## src/rtl/core/tkm_pkg.sv

```systemverilog
// Package for the top-k logit mask: widths, constants and the float order key
package tkm_pkg;
	localparam int MAX_KEEP_DEF = 64;
	localparam int MAX_VOCAB_DEF = 65536;
	localparam int KEEP_W = 7;
	localparam int LOGIT_W = 32;
	localparam logic [LOGIT_W-1:0] NEG_INF_BITS = 32'hFF80_0000;

	typedef enum logic {
		CMD_SCORE = 1'b0,
		CMD_FILTER = 1'b1
	} cmd_t;

	// maps float bits to an unsigned key with the same order; both zeros map alike
	function automatic logic [LOGIT_W-1:0] order_key(input logic [LOGIT_W-1:0] bits);
		logic [LOGIT_W-1:0] b;
		b = (bits[LOGIT_W-2:0] == '0) ? '0 : bits;
		if (b[LOGIT_W-1])
			return ~b;
		return b | {1'b1, {(LOGIT_W-1){1'b0}}};
	endfunction
endpackage

```

## src/rtl/core/tkm_cell.sv

```systemverilog
// One cell of the sorted insertion chain
module tkm_cell import tkm_pkg::*; #(
	parameter int POS_W = 16,
	parameter int KEY_IDX_W = 7
) (
	input  logic                 clk,
	input  logic                 arst_n,
	input  logic                 clear,
	input  logic                 ins,
	input  logic [LOGIT_W-1:0]   new_value,
	input  logic [LOGIT_W-1:0]   new_key,
	input  logic [POS_W-1:0]     new_pos,
	input  logic                 prev_valid,
	input  logic                 prev_lt,
	input  logic [LOGIT_W-1:0]   prev_value,
	input  logic [POS_W-1:0]     prev_pos,
	input  logic                 is_first,
	input  logic [POS_W-1:0]     probe_pos,
	input  logic [KEY_IDX_W-1:0] index,
	input  logic [KEY_IDX_W-1:0] limit,
	output logic                 valid,
	output logic                 lt,
	output logic [LOGIT_W-1:0]   value,
	output logic [POS_W-1:0]     pos,
	output logic                 hit
);
	logic                valid_q;
	logic [LOGIT_W-1:0]  value_q;
	logic [POS_W-1:0]    pos_q;
	logic                vld;

	// at the start of a scoring pass the cell looks empty to the new item
	assign vld   = valid_q && !clear;
	// the new item ranks above this cell when its key is strictly larger
	assign lt    = vld && (order_key(value_q) < new_key);
	assign valid = vld;
	assign value = value_q;
	assign pos   = pos_q;
	assign hit   = vld && (pos_q == probe_pos) && (index < limit);

	always_ff @(posedge clk or negedge arst_n) begin
		if (!arst_n) begin
			valid_q <= 1'b0;
		end else if (ins && (is_first || prev_valid)) begin
			valid_q <= 1'b1;
		end else if (clear) begin
			valid_q <= 1'b0;
		end
	end

	always_ff @(posedge clk) begin
		if (ins) begin
			if (!is_first && prev_lt) begin
				value_q <= prev_value;
				pos_q   <= prev_pos;
			end else if (lt || !vld) begin
				value_q <= new_value;
				pos_q   <= new_pos;
			end
		end
	end
endmodule

```

## config.mk

```make
export PLATFORM = sky130hd
export DESIGN_NAME = tkm_cell
export DESIGN_NICKNAME = d
export VERILOG_FILES = /design/src/rtl/core/tkm_pkg.sv /design/src/rtl/core/tkm_cell.sv
export SDC_FILE = /design/constraint.sdc
export NUM_CORES = 1
export LEC_CHECK = 0
export BUFFER_PORTS_ARGS = -buffer_cell sky130_fd_sc_hd__buf_2
export CORE_MARGIN = 2
export CORE_UTILIZATION = 30
export DETAILED_ROUTE_END_ITERATION = 12
export SLEW_MARGIN = 10
export SYNTH_ARGS = -nofsm -noshare
export SYNTH_HDL_FRONTEND = slang
export SYNTH_SLANG_ARGS = --single-unit
```

## constraint.sdc

```tcl
create_clock -name clk -period 14.3 [get_ports clk]
set_input_delay 0.715 -clock clk [delete_from_list [all_inputs] [get_ports clk]]
set_output_delay 0.715 -clock clk [all_outputs]
set_load 0.03 [all_outputs]
```

* Yosys cells after proc, flatten, opt, wreduce, memory -nomap -nowiden
Index checks and enable logic that the tools add are counted.
Storage, ports and cells: bits in registers 49, input port bits 165, word-level logic and storage cells 32
Cells by class: order comparisons 2, equal/unequal tests 1, muxes and demuxes 10, bitwise logic cells 1, reductions and logical operators 15
Operators with widths (count):
- 2-to-1 mux 32 bit | 5
- less-than comparator 32 bit | 1
- 2-to-1 mux 16 bit | 2
- inverter 32 bit | 1
- zero test 31 bit | 1
- == test 16 bit | 1
- less-than comparator 7 bit | 1
- logical AND 1 bit | 6
- nonzero test 2 bit | 2
- zero test 1 bit | 3
- 2-to-1 mux 1 bit | 3
- logical OR 1 bit | 2
- AND reduction 2 bit | 1

* Longest topological paths before layout
Gate-level depths: netlist of run 1.
word-level depth 10, mapped depth 12

* Worst setup path before layout of run 1
OpenSTA, ideal clock, no wires.
kind reg2reg, from register value_q[0], in the netlist value[0], to register pos_q[0], in the netlist pos[0] (enable), arrival 4.881 ns, path slack 8.949 ns, cell stages (with the launch flop) 13, buffers on the path 1, cells stage by stage edfxtp_1 -> nor4_1 -> nand4_1 -> nor2_1 -> buf_2 -> nor2_1 -> ha_1 -> a211oi_1 -> nor2_1 -> nor4_1 -> nand3_1 -> or2_0 -> a21oi_1
Between the ends: word-level cells in the longest chain between the ends 10, elaborated cells between the ends (all ways) 11, those cells by class 1 x order compare; 4 x mux; 1 x bitwise; 5 x reduce/logical
RTL lines:
- start: declaration | line tkm_cell.sv:28 | logic [LOGIT_W-1:0] value_q;
- start signal: assignment | line tkm_cell.sv:54 | value_q <= prev_value;
- start signal: assignment | line tkm_cell.sv:57 | value_q <= new_value;
- zero test 31 bit | line tkm_pkg.sv:17 | b = (bits[LOGIT_W-2:0] == '0) ? '0 : bits;
- 2-to-1 mux 32 bit (*) | line tkm_pkg.sv:17
- inverter 32 bit | line tkm_pkg.sv:19 | return ~b;
- 2-to-1 mux 32 bit | line tkm_pkg.sv:18 | if (b[LOGIT_W-1])
- 2-to-1 mux 32 bit (*) | line tkm_pkg.sv:20 | return b | {1'b1, {(LOGIT_W-1){1'b0}}};
- less-than comparator 32 bit (*) | line tkm_cell.sv:35 | assign lt = vld && (order_key(value_q) < new_key);
- logical AND 1 bit (*) | line tkm_cell.sv:35
- logical OR 1 bit (*) | line tkm_cell.sv:56 | end else if (lt || !vld) begin
- nonzero test 2 bit (no source line) (*)
- AND reduction 2 bit (no source line) (*)
- end signal: assignment | line tkm_cell.sv:55 | pos_q <= prev_pos;
- end signal: assignment | line tkm_cell.sv:58 | pos_q <= new_pos;
- end: declaration | line tkm_cell.sv:29 | logic [POS_W-1:0] pos_q;
Mark *: on every way between the ends. The rest lies on a longest branch, timed or not. The select of a mux whose other input is x is not followed. A chain may end at the register's enable or synchronous reset.

* Worst setup path in the final report of run 1
from register value_q[23], in the netlist value[23], to output lt
Between the ends: word-level cells in the longest chain between the ends 7, elaborated cells between the ends (all ways) 8, those cells by class 1 x order compare; 4 x mux; 1 x bitwise; 2 x reduce/logical
RTL lines:
- zero test 31 bit | line tkm_pkg.sv:17
- 2-to-1 mux 32 bit (*) | line tkm_pkg.sv:17
- inverter 32 bit | line tkm_pkg.sv:19
- 2-to-1 mux 32 bit | line tkm_pkg.sv:18
- 2-to-1 mux 32 bit (*) | line tkm_pkg.sv:20
- less-than comparator 32 bit (*) | line tkm_cell.sv:35
- logical AND 1 bit (*) | line tkm_cell.sv:35
- end: declaration | line tkm_cell.sv:22 | output logic lt,
Marked as above.

==> flow_summary_export.csv, run 1 <==
group,metric,value,unit
outcome,outcome,"complete, no violations",
sta,slew_viol_final,0,
sta,worstMarginPinSlew,1090,ps
final_layout,nNetsFinal,763,
clock_network,cts_root_buffer,"clkbuf_16",
global_route,grt_pass1_vias,3503,
final_layout,post-route-util,42.3,%
die,die_x,115,µm
yosys,netlist_area,3690,µm²
critical_path,reg2reg_depth,12,
clock_network,cts_buffers,5,
yosys,yosysSeqAreaShare,39.7,%
yosys,yosys_warnings,0,
clock_network,clk_pin_slew_worst_paths,70,ps
global_route,grt_pass1_wl,16900,µm
yosys,synth_ff_type,"edfxtp_1",
sta,fin_crit,4810,ps
clock_network,clk_latency,290,ps
sta,rsz0062_at_grt,"no",
routing,drc_errors,0,
critical_path,r2r_end,"pos[5]",
yosys,ys_ff_latch,49,
sta,max_freq,208,MHz
routing,wl,11000,µm
clock_network,holdBufCountCts,0,
routing,dr.pass1.iters,4,
sta,tns,0,ps
die,ios,216,
clock_network,clockBufferDepth,2,
sta,finalHoldViolCount,0,
critical_path,start_kind,"flip-flop",
die,die-height,115,µm
die,start_util,30.7,%
global_route,grt.busiest_layer,"met2",
clock_network,clkSinkCount,49,
global_route,grt_antenna_before_repair,0,
yosys,synth_area_per_cell,10.6,µm²
placed_design,gp_congestion,0.864,
global_route,grt_usage,16.6,%
placed_design,io_buffers,215,
clock_network,cts_setup_buffers,0,
critical_path,crit_path_cell_trace,"nor4_1 > nand4_1 > nor2_2 > nor2_1 > ha_1 > nand4_1 > nor4_1 > nand3_1 > a31oi_1 > a2111oi_0 > nand3b_1 > buf_2",
sta,setup_viol,0,
sta,post-route-period-util,33.7,%
power_and_ir_drop,peakVddDrop,0.0000661,V
critical_path,cp_data_arrival_time,4100,ps
critical_path,cp-end-kind,"output port",
yosys,synth_nets,550,
final_layout,n_fill_cell,1192,
die,core,12000,µm²
critical_path,max_stage_delay,890,ps
clock_network,h-tree-depth,2,
sta,slew_headroom,27.4,%
clock_network,cts_resized,0,
critical_path,cp.depth,12,
final_layout,synthToLayoutAreaGrowth,37.8,%
routing,ant_nets,0,
critical_path,required,13590,ps
hold_path,hold_path.class,"in2async",
yosys,synth_edf_count,48,
global_route,overflow,0,
critical_path,rrSetupSlack,9950,ps
critical_path,cp_slowest_cell,"nor2_2",
yosys,synth_cells,349,
yosys,synth.distinct_cells,30,
die,rows,40,
final_layout,seq_area,1470,µm²
die,die_area,13200,µm²
global_route,gr-usage-met2,31.1,%
placed_design,hpwl,9340,µm
critical_path,path_class,"reg2out",
critical_path,cp_max_fo,31,
job,maxCapViolCount,0,
power_and_ir_drop,p_per_area,90.9,nW/µm²
final_layout,n_antenna_cell,0,
routing,vias,3289,
final_layout,drive_above_1_share,49.2,%
critical_path,cp_num_buf_inv,1,
routing,drt_iter0_markers,86,
clock_network,cts_tree,"done",
yosys,async_reset_ff_share,2.04,%
global_route,grt_util_met1,18.9,%
sta,fin_worst_skew,9.95,ps
global_route,grt_start_max_net_pins,49,
critical_path,critical-path-top-delay-family,"simple AND/OR/NAND/NOR gates",
power_and_ir_drop,leakage,2.44,nW
routing,wl_per_cell,15.5,µm
routing,vias_per_cell,4.63,
critical_path,r2r-start,"value[23]",
global_route,met3_usage,3.43,%
final_layout,multiInputGateArea,2040,µm²
==> state kept, by name (all words and copies together) (netlist names) <==
signal and count:
value 32, valid_q 1, pos 16
==> metal layers <==
| layer | wire (µm) | share of wire, % | vias up |
|---|---|---|---|
| met1 | 4360 | 40 | 1483 |
| met3 | 731 | 6.6 | 11 |
| met2 | 5750 | 52 | 132 |
| li1 | - | - | 1663 |
| met5 | 0 | 0 | - |
| met4 | 167 | 1.5 | 0 |
==> through the flow <==
step	setup WS (ps)	area, µm²	cells	hold slack (ps)	total power [W]
final	9490	5090	710	178	0.000462
after global routing	8840	5090	710	168	0.000490
after global placement	9810	4930	702	491	0.000342
after CTS	9390	5090	710	173	0.000468
after detailed placement	9730	4930	702	491	0.000345
after floorplan	8950	3690	349	419	0.000287
==> kinds of logic (layout without fill, tap and decap cells) <==
group	Yosys count	in the layout	share of synthesized area, %
AO/OA/AOI/OAI	37	37	6.38
XOR/XNOR	47	47	11.2
adder cells (fa/ha/maj)	36	36	12.2
buffers and inverters	51	265	5.46
flip-flops	49	49	39.7
multiplexers	48	48	14.6
AND/OR/NAND/NOR	81	81	10.4
==> placed cells by master (no fill, tap or decap), drive strengths merged <==
cell	count
edfxtp	48
a21o	5
o21a	1
nor2	38
nand4	8
a31oi	3
inv	39
o211ai	4
nor2b	2
clkinv	2
nand3b	1
xor2	12
nand2b	3
nor3	2
o22ai	1
clkbuf	6
o21ai	7
a211oi	4
a21oi	9
o31ai	1
buf	218
a2111oi	2
ha	36
xnor2	35
nand3	7
nor4	12
or2	1
nand2	7
mux2	48
dfrtp	1
==> synth_stat cells, types with 6 or more instances <==
| cell type | instances | share of area (%) |
|---|---|---|
| nor4_1 | 12 | 2.0 |
| xor2_1 | 12 | 2.8 |
| a21oi_1 | 9 | 1.2 |
| nand2_1 | 7 | 0.71 |
| nor2_1 | 38 | 3.9 |
| nand4_1 | 8 | 1.4 |
| mux2_2 | 48 | 15 |
| edfxtp_1 | 48 | 39 |
| inv_1 | 39 | 4.0 |
| ha_1 | 36 | 12 |
| buf_2 | 8 | 1.1 |
| o21ai_0 | 6 | 0.81 |
| xnor2_1 | 35 | 8.3 |
| nand3_1 | 7 | 0.95 |
==> worst reg2reg max path, delay by kind of cell (launching register included) <==
| family | cells | cell delay (ps) |
|---|---|---|
| flops | 1 | 420 |
| compound gates | 2 | 340 |
| buf+inv | 1 | 530 |
| simple gates | 8 | 2360 |
| fa+ha+maj | 1 | 330 |
==> how the worst max path moves through the flow <==
| stage | endpoint | slack [ps] | startpoint |
|---|---|---|---|
| 6_report | lt | 9490 | value[23] |
| 2_1_floorplan | pos[0] | 8950 | value[0] |
| 3_5_place_dp | lt | 9730 | value[23] |
| 4_1_cts | lt | 9390 | value[23] |
| 5_1_grt | lt | 8840 | value[24] |
| 3_3_place_gp | lt | 9810 | value[0] |
==> power breakdown <==
part           leakage (nW)  switching [W]  internal (W)  total [W]
Sequential            0.478      0.0000103      0.000174   0.000185
Clock                0.0768      0.0000518     0.0000697   0.000121
Combinational          1.88      0.0000881     0.0000681   0.000156
==> final cells by class <==
| type | instances | share of cell area, % |
|---|---|---|
| multi-input cells | 249 | 40.1 |
| well taps | 147 | 3.62 |
| inverters | 39 | 2.88 |
| clock inverters | 2 | 0.271 |
| flip-flops and latches | 49 | 28.8 |
| repair buffers | 218 | 21.6 |
| clock buffers | 6 | 2.73 |
No activity file was read; power rests on OpenSTA's default activity.
==> run 2: changes to the inputs <==
Clock period 14.3 ns to 4.4 ns, I/O delays scaled along.
==> flow_summary_export.csv, run 2 (synthesis gave the netlist of run 1 again) <==
group,metric,value,unit
outcome,outcome,"complete, no violations",
job,maxCapViolCount,0,
power_and_ir_drop,p_per_area,291,nW/µm²
final_layout,layout_commonest_cell,"buf_2",
final_layout,multiInputGateArea,2040,µm²
clock_network,clkSinkCount,49,
die,rows,40,
die,die-height,115,µm
global_route,grt_pass1_wl,16600,µm
power_and_ir_drop,switching_power,0.000482,W
global_route,grt_usage,16.1,%
global_route,grt_pass1_vias,3350,
final_layout,layout_common_cells,"buf_2, mux2_2, edfxtp_1, inv_1, nor2_1",
die,ios,216,
die,die_area,13200,µm²
power_and_ir_drop,clockPowerShare,25.1,%
hold_path,hold_path.class,"in2reg",
global_route,overflow,0,
sta,tns,0,ps
critical_path,cp_slowest_cell,"buf_4",
clock_network,cts_setup_buffers,0,
placed_design,dpl_cell_area,4950,µm²
critical_path,cp-end-kind,"flip-flop",
critical_path,required,4320,ps
routing,vias_per_cell,4.62,
critical_path,cp_num_buf_inv,2,
clock_network,cts_resized,0,
die,die_x,115,µm
placed_design,io_buffers,215,
global_route,grt_antenna_before_repair,1,
clock_network,cts_root_buffer,"clkbuf_16",
critical_path,max_stage_delay,530,ps
routing,dr.pass1.iters,4,
critical_path,crit_path_cell_trace,"nor4_1 > nand4_1 > nor2_2 > buf_4 > nor2_1 > ha_1 > a211oi_1 > nor2_1 > nor4_1 > nand3_1 > or2_0 > a21oi_4 > buf_4",
final_layout,seq_area,1470,µm²
power_and_ir_drop,swShare,32.5,%
sta,slew_viol_final,0,
sta,setup_viol,0,
sta,worstMarginPinSlew,628,ps
power_and_ir_drop,share_comb_of_total_power,34.3,%
sta,rsz0062_at_grt,"no",
critical_path,start_kind,"flip-flop",
clock_network,clk_latency,290,ps
die,core,12000,µm²
sta,finalHoldViolCount,0,
sta,fin_crit,3870,ps
final_layout,stdcell_area,5110,µm²
routing,vias,3293,
placed_design,gp_congestion,0.828,
clock_network,cts_tree,"done",
die,start_util,30.7,%
critical_path,cp_data_arrival_time,3790,ps
clock_network,cts_buffers,5,
sta,hold_ws,182,ps
power_and_ir_drop,total_power,0.00148,W
final_layout,largest_reg_flops,32,
final_layout,n_fill_cell,1196,
sta,post-route-period-util,88.1,%
placed_design,hpwl,9240,µm
power_and_ir_drop,power.share.sequential,40.6,%
sta,slew_headroom,58.1,%
global_route,grt_start_max_net_pins,50,
final_layout,nNetsFinal,765,
power_and_ir_drop,p_int,0.00100,W
power_and_ir_drop,peakVddDrop,0.000186,V
critical_path,critical-path-top-delay-family,"simple AND/OR/NAND/NOR gates",
final_layout,drive_above_1_share,48.8,%
routing,wl_per_cell,15.3,µm
sta,fin_worst_skew,10.7,ps
routing,ant_nets,0,
clock_network,clk_pin_slew_worst_paths,60,ps
sta,max_freq,258,MHz
critical_path,cp_max_fo,48,
routing,drt_iter0_markers,144,
final_layout,synthToLayoutAreaGrowth,38.4,%
clock_network,h-tree-depth,2,
clock_network,clockBufferDepth,2,
routing,drc_errors,0,
routing,wl,10900,µm
critical_path,path_class,"reg2reg",
power_and_ir_drop,leakage,2.44,nW
[run 2: timing repair]
item | in CTS | in global routing
setup endpoints to repair | 0 | 0
hold buffers | 1 | 0
endpoints found under the hold margin | 1 | 0
[run 2: final cells by class]
class | instances | area share (%)
Clock inverter | 1 | 0.147
Multi-Input combinational cell | 249 | 39.9
Tap cell | 147 | 3.60
Timing Repair Buffer | 220 | 22.1
Clock buffer | 7 | 2.60
Sequential cell | 49 | 28.7
Inverter | 39 | 2.87
Antenna cell | 1 | 0.0490
[run 2: power groups by stage]
stage               registers [W]  clock network [W]  logic, W
CTS                      0.000603           0.000378  0.000518
global placement         0.000610                  0  0.000505
global route             0.000607           0.000396  0.000565
detailed placement       0.000612                  0  0.000514
floorplan                0.000680                  0  0.000253
finish                   0.000602           0.000372  0.000510
[run 2: through the flow]
stage	utilization (%)	setup slack [ps]	std cells
5_1_grt	42.5	219	712
4_1_cts	42.5	483	712
3_5_place_dp	41.2	507	703
3_3_place_gp	41.2	617	703
6_report	42.5	526	713
2_1_floorplan	-	15.3	349
[run 2: worst paths after layout]
path | from | endpoint | slack (ps) | cells past startpoint
worst min register to register | valid_q | valid_q | 560 | 2
worst max register to register | value[23] | value[25] | 530 | 13
max in group asynchronous | arst_n | valid_q | 4080 | 2
worst max-delay path | value[23] | value[25] | 530 | 13
worst min-delay path | prev_valid | valid_q | 180 | 3
min in group asynchronous | arst_n | valid_q | 240 | 2
[run 2: worst register-to-register path, cell delays in order, from the launching register on]
cell and delay (ps):
edfxtp_1 440, nor4_1 310, nand4_1 240, nor2_2 130
buf_4 300, nor2_1 100, ha_1 300, a211oi_1 230
nor2_1 70, nor4_1 280, nand3_1 160, or2_0 270
a21oi_4 120, buf_4 530
[run 2: routing by layer]
layer / up-vias / track usage (%) / share of wire [%]
met5: - / 0 / 0
met4: 0 / 4.34 / 1.8
met3: 11 / 3.11 / 6.0
met2: 119 / 29.7 / 52
met1: 1486 / 18.9 / 40
li1: 1677 / - / -
==> run 3: changes to the inputs <==
Settings changed: ABC_AREA set to 1.
==> flow_summary_export.csv, run 3 <==
group,metric,value,unit
clock_network,clockBufferDepth,2,
yosys,yosys-top-cells-area,"edfxtp_1, nand2_1, ha_1",
hold_path,hold_path.class,"in2reg",
die,rows,40,
routing,ant_nets,0,
routing,route.met3.wl,682,µm
critical_path,cp-end-kind,"output port",
yosys,synth-xor-area-share,1.66,%
final_layout,post-route-util,42.6,%
clock_network,cts_resized,0,
power_and_ir_drop,peakVddDrop,0.000170,V
power_and_ir_drop,switching_power,0.000478,W
sta,slew_headroom,65.0,%
yosys,ys_ff_latch,49,
final_layout,layout_common_cells,"buf_2, nand2_1, nor2_1, inv_1, edfxtp_1",
clock_network,clkSinkCount,49,
routing,vias,3919,
yosys,synth_top_family_by_area,"simple AND/OR/NAND/NOR gates",
final_layout,largest_reg_flops,32,
critical_path,r2r-start,"value[25]",
hold_path,hold_start,"prev_valid",
yosys,synth-simple-area-share,27.8,%
final_layout,nNetsFinal,909,
job,maxCapViolCount,0,
power_and_ir_drop,swShare,32.1,%
final_layout,multiInputGateArea,1950,µm²
sta,setup_viol,0,
die,die_x,115,µm
placed_design,io_buffers,215,
sta,worstMarginPinSlew,525,ps
critical_path,rrSetupSlack,970,ps
routing,wl_met2,6020,µm
routing,dr.pass1.iters,4,
final_layout,n_fill_cell,1254,
critical_path,path_class,"reg2out",
die,start_util,30.7,%
sta,slew_viol_final,0,
sta,finalHoldViolCount,0,
critical_path,cp-startpoint,"value[25]",
power_and_ir_drop,leakage,2.78,nW
routing,top_layer,"met4",
sta,fin_worst_skew,6.13,ps
routing,wl_per_cell,13.6,µm
critical_path,start_kind,"flip-flop",
critical_path,reg2reg_depth,21,
routing,wl_met1,4830,µm
sta,rsz0062_at_grt,"no",
clock_network,clk_latency,280,ps
yosys,synth_top_area_share,39.1,%
die,ios,216,
power_and_ir_drop,share_comb_of_total_power,30.9,%
routing,drt_iter0_markers,161,
final_layout,drive_above_1_share,33.7,%
yosys,synth_cells,498,
placed_design,dpl_cell_area,4940,µm²
global_route,overflow,0,
yosys,synth_area_leader_cell,"edfxtp_1",
routing,wl,11700,µm
power_and_ir_drop,p_per_area,291,nW/µm²
clock_network,h-tree-depth,2,
sta,tns,0,ps
yosys,synth.distinct_cells,35,
sta,max_freq,286,MHz
final_layout,n_antenna_cell,0,
clock_network,cts_setup_buffers,0,
placed_design,hpwl,9560,µm
sta,post-route-period-util,79.4,%
critical_path,cp_max_fo,31,
global_route,grt_antenna_before_repair,0,
yosys,synth_area_per_cell,7.40,µm²
yosys,async_reset_ff_share,2.04,%
critical_path,required,4180,ps
global_route,grt_start_max_net_pins,51,
yosys,synth_fa_ha_area_share,12.2,%
clock_network,clk_pin_slew_worst_paths,60,ps
yosys,synth_ff_type,"edfxtp_1",
yosys,netlist_area,3690,µm²
power_and_ir_drop,power.share.sequential,40.4,%
yosys,synth_edf_count,48,
power_and_ir_drop,clockPowerShare,28.7,%
yosys,muxShareOfSynthArea,0,%
yosys,yosys_warnings,0,
critical_path,cp_data_arrival_time,3270,ps
clock_network,cts_buffers,5,
global_route,grt_pass1_wl,17800,µm
outcome,outcome,"complete, no violations",
final_layout,synthToLayoutAreaGrowth,38.7,%
placed_design,gp_congestion,0.837,
final_layout,seq_area,1470,µm²
yosys,yosysSeqAreaShare,39.8,%
clock_network,cts_root_buffer,"clkbuf_16",
die,core,12000,µm²
power_and_ir_drop,p_int,0.00101,W
yosys,synth_nets,699,
hold_path,whs_path_depth,3,
routing,drc_errors,0,
clock_network,cts_tree,"done",
yosys,synth.most_common_cell,"nand2_1",
die,die_area,13200,µm²
final_layout,layout_commonest_cell,"buf_2",
sta,fin_crit,3490,ps
yosys,synth_compound_area_share,10.8,%
yosys,synth_top_cells_by_count,"nand2_1, nor2_1, inv_1, edfxtp_1, a21oi_1",
routing,vias_per_cell,4.58,
final_layout,stdcell_area,5110,µm²
global_route,grt_usage,17.2,%
global_route,grt_pass1_vias,3837,
die,die-height,115,µm
run 3: cell count changes in the layout (fill, tap and decap cells not counted), sizes merged, moves of 7 or more:
cell   change
nand2    +181
mux2      -48
a21oi     +38
xnor2     -33
nor2      +24
inv       +19
nor4      -11
xor2       -7
run 3: per-stage QoR:
step                      setup slack, ps  cells  power, W  hold WS, ps
after floorplan                       134    498  0.000888        -75.6
after global placement               1080    847   0.00106        -4.77
after detailed placement              978    847   0.00107        -2.30
after CTS                             882    856   0.00151          162
after global routing                  578    856   0.00158          174
final                                 909    856   0.00149          164
run 3: timing repair:
item | 4_1_cts | 5_1_grt
setup endpoints to repair | 0 | 0
hold buffers | 1 | 0
hold endpoints to repair | 1 | 0
run 3: cells by family (layout without fill, tap and decap cells):
logic type / after synthesis / after routing
compound gates: 69 / 69
simple gates: 262 / 262
flops: 49 / 49
buf+inv: 75 / 286
fa+ha+maj: 36 / 36
xor+xnor: 7 / 7
run 3: final timing paths:
check                             to
hold / removal               valid_q
min in group asynchronous    valid_q
hold reg to reg              valid_q
setup reg to reg           value[18]
max in group asynchronous    valid_q
setup / recovery                  lt
run 3: area by class of cell:
cell class | count | area share [%]
Timing Repair Buffer | 220 | 22.1
Inverter | 58 | 4.26
Clock inverter | 3 | 0.808
Multi-Input combinational cell | 374 | 38.1
Sequential cell | 49 | 28.7
Clock buffer | 5 | 2.45
Tap cell | 147 | 3.60
run 3: metal layers:
metal	track usage [%]	vias to the layer above
li1	-	2030
met3	3.06	8
met2	33.5	154
met1	19.8	1727
met4	3.13	0
met5	0	-
run 3: worst max-delay path: stages (launching register included):
cell and delay [ps]:
edfxtp_1 450, nor2_1 150, nand2_1 80, nor2_1 100, nand2_1 80, nor2_1 100, inv_1 50, nand2_2 70
inv_2 200, nor2_1 170, a21oi_1 60, ha_1 300, a21oi_1 140, nor2_1 60, a211oi_1 220, nand2_1 120
nand2_1 70, nand2_1 60, nand2_1 50, nand2_1 100, nor2_1 110, buf_2 220
run 3: power by group through the flow:
stage / registers (W) / logic, W / clock network [W]
finish: 0.000602 / 0.000459 / 0.000427
CTS: 0.000602 / 0.000464 / 0.000439
detailed placement: 0.000612 / 0.000462 / 0
floorplan: 0.000677 / 0.000211 / 0
global route: 0.000608 / 0.000514 / 0.000456
global placement: 0.000611 / 0.000452 / 0
